### src/stoe_ram.sv
// Generic single-port-write, single-port-read RAM with a registered read.
module stoe_ram #(
  parameter int unsigned Width = 8,
  parameter int unsigned Depth = 16
) (
  input  logic                     clk_i,
  input  logic                     we_i,
  input  logic [$clog2(Depth)-1:0] waddr_i,
  input  logic [Width-1:0]         wdata_i,
  input  logic                     re_i,
  input  logic [$clog2(Depth)-1:0] raddr_i,
  output logic [Width-1:0]         rdata_o
);

  logic [Width-1:0] mem_q [Depth];
  logic [Width-1:0] rdata_q;

  // Write port.
  always_ff @(posedge clk_i) begin
    if (we_i) begin
      mem_q[waddr_i] <= wdata_i;
    end
  end

  // Read port; the read data is registered.
  always_ff @(posedge clk_i) begin
    if (re_i) begin
      rdata_q <= mem_q[raddr_i];
    end
  end

  assign rdata_o = rdata_q;

endmodule

### config.mk
export PLATFORM = sky130hd
export DESIGN_NAME = stoe_ram
export DESIGN_NICKNAME = d
export VERILOG_FILES = /design/src/stoe_ram.sv
export SDC_FILE = /design/constraint.sdc
export NUM_CORES = 1
export LEC_CHECK = 0
export ABC_AREA = 1
export CELL_PAD_IN_SITES_DETAIL_PLACEMENT = 0
export CELL_PAD_IN_SITES_GLOBAL_PLACEMENT = 1
export CORE_ASPECT_RATIO = 1.25
export CORE_MARGIN = 3
export CORE_UTILIZATION = 45
export CTS_CLUSTER_DIAMETER = 120
export DETAILED_ROUTE_END_ITERATION = 16
export DONT_BUFFER_PORTS = 1
export PLACE_DENSITY_LB_ADDON = 0.3
export SETUP_SLACK_MARGIN = 0.1
export SYNTH_ARGS = -nofsm -noshare
export SYNTH_HDL_FRONTEND = slang
export SYNTH_SLANG_ARGS = --single-unit
export TNS_END_PERCENT = 10
### constraint.sdc
create_clock -name clk_i -period 1.26 [get_ports clk_i]
set_clock_uncertainty 0.2 [all_clocks]
set_input_delay 0.063 -clock clk_i [delete_from_list [all_inputs] [get_ports clk_i]]
set_output_delay 0.063 -clock clk_i [all_outputs]
set_load 0.1 [all_outputs]
==> run_summary.xml <==
<?xml version="1.0" encoding="UTF-8"?>
<metrics>
  <group name="status">
    <metric name="outcome" unit="">finished with violations</metric>
    <metric name="failed_checks" unit="">hold timing, setup timing</metric>
  </group>
  <group name="sta">
    <metric name="worst_slew_pin_slew" unit="ns">0.726</metric>
    <metric name="slew_headroom" unit="%">51.6</metric>
    <metric name="final_period_minus_worst_setup_slack" unit="ns">1.35</metric>
    <metric name="final-setup-viol-count" unit="">10</metric>
    <metric name="fraction_of_the_cycle_the_final_worst_path_needs" unit="%">107</metric>
    <metric name="hold_viol_final" unit="">88</metric>
    <metric name="fin_hold_ws" unit="ns">-0.246</metric>
    <metric name="layout_setup_ws" unit="ns">-0.0893</metric>
    <metric name="final-max-slew-violation-count" unit="">0</metric>
    <metric name="fmaxAchievable" unit="MHz">741</metric>
    <metric name="fin_setup_tns" unit="ns">-0.337</metric>
    <metric name="rsz0062_at_grt" unit="">true</metric>
  </group>
  <group name="finish">
    <metric name="design.final.nets" unit="">613</metric>
    <metric name="ratio_of_cells_with_drive_above_1_in_the_final_layout" unit="%">21.8</metric>
    <metric name="post_layout_nonfiller_instances" unit="">771</metric>
    <metric name="final_instance_area" unit="mm2">0.00732</metric>
    <metric name="areaGrowthSynthToFinish" unit="%">25.2</metric>
  </group>
  <group name="clocking">
    <metric name="cts.reportedPaths.clkPinSlew" unit="ns">0.06</metric>
    <metric name="root_buf_cell" unit="">sky130_fd_sc_hd__clkbuf_16</metric>
    <metric name="cts-buffers-inserted" unit="">17</metric>
    <metric name="clock-sinks" unit="">136</metric>
    <metric name="cts_max_level" unit="">4</metric>
    <metric name="clock_tree_from_tritoncts" unit="">yes</metric>
    <metric name="clk_latency" unit="ns">0.41</metric>
    <metric name="post_cts.repair.setup_buffers" unit="">0</metric>
    <metric name="clock_path_buffers" unit="">2</metric>
  </group>
  <group name="floorplanning">
    <metric name="die_w" unit="um">108</metric>
    <metric name="floorplan.core_area" unit="mm2">0.0124</metric>
    <metric name="die-height" unit="um">133</metric>
    <metric name="boundaryPins" unit="">27</metric>
    <metric name="dieArea" unit="mm2">0.0144</metric>
    <metric name="rows" unit="">45</metric>
    <metric name="initial_utilization" unit="%">47.0</metric>
  </group>
  <group name="run">
    <metric name="max_cap_violations" unit="">0</metric>
  </group>
  <group name="grt">
    <metric name="remaining_global_route_overflow" unit="">0</metric>
    <metric name="grt_pass1_wl" unit="mm">21.3</metric>
    <metric name="grt_antenna_before_repair" unit="">1</metric>
    <metric name="grt_util_all_layers" unit="%">20.1</metric>
    <metric name="grt_start_max_net_pins" unit="">66</metric>
    <metric name="first_global_vias" unit="">3848</metric>
  </group>
  <group name="detailed_routing">
    <metric name="postRouteWirelength" unit="mm">13.5</metric>
    <metric name="detailedRoute.firstPassIterationCount" unit="">7</metric>
    <metric name="dr.first_iter.drc_count" unit="">233</metric>
    <metric name="antenna_violating_nets_post_route" unit="">0</metric>
    <metric name="wl_per_cell" unit="um">17.4</metric>
    <metric name="drt_drc_violations_left" unit="">0</metric>
    <metric name="detailed_route_via_count" unit="">3853</metric>
    <metric name="vias_per_cell" unit="">5.00</metric>
  </group>
  <group name="min_path">
    <metric name="holdCritPathClass" unit="">in2reg</metric>
    <metric name="hold_path_startpoint" unit="">raddr_i[2]</metric>
  </group>
  <group name="power_and_ir_drop">
    <metric name="ir_drop" unit="uV">1050</metric>
    <metric name="total_power" unit="mW">10.9</metric>
    <metric name="p_leak" unit="nW">3.13</metric>
    <metric name="power.density" unit="mW/mm2">1490</metric>
  </group>
  <group name="yosys">
    <metric name="yosysTopAreaCellShare" unit="%">69.8</metric>
    <metric name="number_of_warnings_issued_by_yosys" unit="">0</metric>
    <metric name="synthesis.area" unit="mm2">0.00585</metric>
    <metric name="synth_area_per_cell" unit="um2">10.6</metric>
    <metric name="synth_top_cell_by_area" unit="">sky130_fd_sc_hd__edfxtp_1</metric>
    <metric name="synth.ff_latch_count" unit="">136</metric>
    <metric name="seq_area_frac_synth" unit="%">69.8</metric>
    <metric name="synthDistinctLibCells" unit="">11</metric>
    <metric name="yosys-top-cells-area" unit="">sky130_fd_sc_hd__edfxtp_1 (70%), sky130_fd_sc_hd__nand2_1 (11%), sky130_fd_sc_hd__nand3_1 (8.3%)</metric>
    <metric name="synth.net_count" unit="">570</metric>
    <metric name="synthesis.instances" unit="">551</metric>
  </group>
  <group name="placed_design">
    <metric name="dpl.hpwl" unit="mm">8.31</metric>
    <metric name="dpl-instance-area" unit="mm2">0.00627</metric>
    <metric name="gp_congestion" unit="">0.818</metric>
    <metric name="placement.io_buffers" unit="">0</metric>
    <metric name="post-place-cells" unit="">726</metric>
  </group>
  <group name="worst_setup_path">
    <metric name="path_max_fanout" unit="">1</metric>
    <metric name="worstSetupStartpointType" unit="">register</metric>
    <metric name="crit_chain" unit="">buf_12</metric>
    <metric name="reg2reg_from" unit="">mem_q[6][1]</metric>
    <metric name="arrival_time_of_the_worst_setup_path" unit="ns">1.09</metric>
    <metric name="setup.worst_path.start" unit="">rdata_o[5]</metric>
    <metric name="cp_slowest_cell" unit="">sky130_fd_sc_hd__edfxtp_1</metric>
    <metric name="cp-end-kind" unit="">primary output</metric>
    <metric name="worstPathRequired" unit="ns">1.00</metric>
    <metric name="critPathTopFamily" unit="">flip-flops</metric>
    <metric name="critPathMaxStageDelay" unit="ns">0.46</metric>
    <metric name="worst-path-buf-inv" unit="">1</metric>
    <metric name="crit_type" unit="">reg2out</metric>
  </group>
</metrics>
==> layout make-up <==
| type | instances | area [um2] |
|---|---|---|
| tap | 164 | 205 |
| timing repair buffer | 48 | 567 |
| antenna | 1 | 2.50 |
| multi-input combinational | 289 | 1490 |
| sequential | 136 | 4080 |
| fill | 999 | 5120 |
| clock buffer | 17 | 425 |
| inverter | 102 | 383 |
| clock inverter | 14 | 159 |
==> worst register-to-register path: stages, from the launching register on <==
cell and delay (ns):
sky130_fd_sc_hd__edfxtp_1 0.37, sky130_fd_sc_hd__inv_1 0.06, sky130_fd_sc_hd__nand2_1 0.06, sky130_fd_sc_hd__nand3_2 0.10
sky130_fd_sc_hd__nand3_2 0.09, sky130_fd_sc_hd__nand3_2 0.09, sky130_fd_sc_hd__nand2_2 0.08
==> Yosys cell counts <==
master	instances
sky130_fd_sc_hd__edfxtp_1	136
sky130_fd_sc_hd__buf_2	13
sky130_fd_sc_hd__nand3b_1	2
sky130_fd_sc_hd__inv_1	100
sky130_fd_sc_hd__nand2_1	173
sky130_fd_sc_hd__nor2_1	17
sky130_fd_sc_hd__buf_6	6
sky130_fd_sc_hd__nand3_1	97
sky130_fd_sc_hd__buf_4	4
sky130_fd_sc_hd__inv_2	2
sky130_fd_sc_hd__buf_1	1
==> report_power, final <==
group / switching (mW) / internal [mW] / leakage [nW]
logic: 0.564 / 0.299 / 1.62
registers: 0.0397 / 5.10 / 1.24
clock network: 1.81 / 3.07 / 0.272
total: 2.42 / 8.47 / 3.13
==> flip-flops by register name, indices dropped and copies added, names as in the netlist <==
name and count:
rdata_o 8, mem_q 128
==> placed cells by master, fill, tap and decap left out, types with 2 or more instances in the layout <==
cell type                          n
sky130_fd_sc_hd__nand3_2          42
sky130_fd_sc_hd__nand3_1          54
sky130_fd_sc_hd__clkinv_1          2
sky130_fd_sc_hd__nand2_2          16
sky130_fd_sc_hd__inv_1            98
sky130_fd_sc_hd__nor2_2            4
sky130_fd_sc_hd__clkinv_2          3
sky130_fd_sc_hd__bufinv_16         3
sky130_fd_sc_hd__dlymetal6s4s_1    6
sky130_fd_sc_hd__edfxtp_1        136
sky130_fd_sc_hd__nor2_1           12
sky130_fd_sc_hd__clkinvlp_4        5
sky130_fd_sc_hd__nand3b_1          2
sky130_fd_sc_hd__clkbuf_16        17
sky130_fd_sc_hd__nand2_1         157
sky130_fd_sc_hd__buf_12           10
sky130_fd_sc_hd__inv_2             4
sky130_fd_sc_hd__buf_6             9
sky130_fd_sc_hd__dlygate4sd3_1     7
sky130_fd_sc_hd__buf_4            16
==> timing repair <==
| item | CTS | global route |
|---|---|---|
| hold buffers | 12 | 1 |
| pin swaps | 7 | 36 |
| hold endpoints to repair | 192 | 88 |
| resized for setup | 15 | 68 |
| setup endpoints to repair | 16 | 160 |
==> logic make-up after synthesis <==
kind of cell / after synthesis / share of synthesized area, %
flops: 136 / 69.8
simple gates: 289 / 20.8
buf+inv: 126 / 9.39
==> stage by stage <==
stage,util [%],setup slack (ns)
after floorplan,-,0.0462
after global placement,50.4,-0.0606
after detailed placement,50.4,-0.0710
after CTS,56.7,-0.125
after global routing,58.8,-0.138
final,58.8,-0.0893
==> routing by layer <==
layer / part of all wire, % / GRT usage [%]
met5: 0 / 0
met4: 2.4 / 7.58
met3: 4.8 / 4.31
met2: 52 / 34.3
met1: 41 / 25.1
==> final timing paths <==
path / end / slack, ns / depth (start not counted)
hold reg to reg: rdata_o[6] / 0.54 / 6
hold / removal: rdata_o[5] / -0.25 / 3
setup reg to reg: rdata_o[1] / -0.05 / 6
setup / recovery: rdata_o[5] / -0.09 / 1
Power figures use the tool's default switching activity.
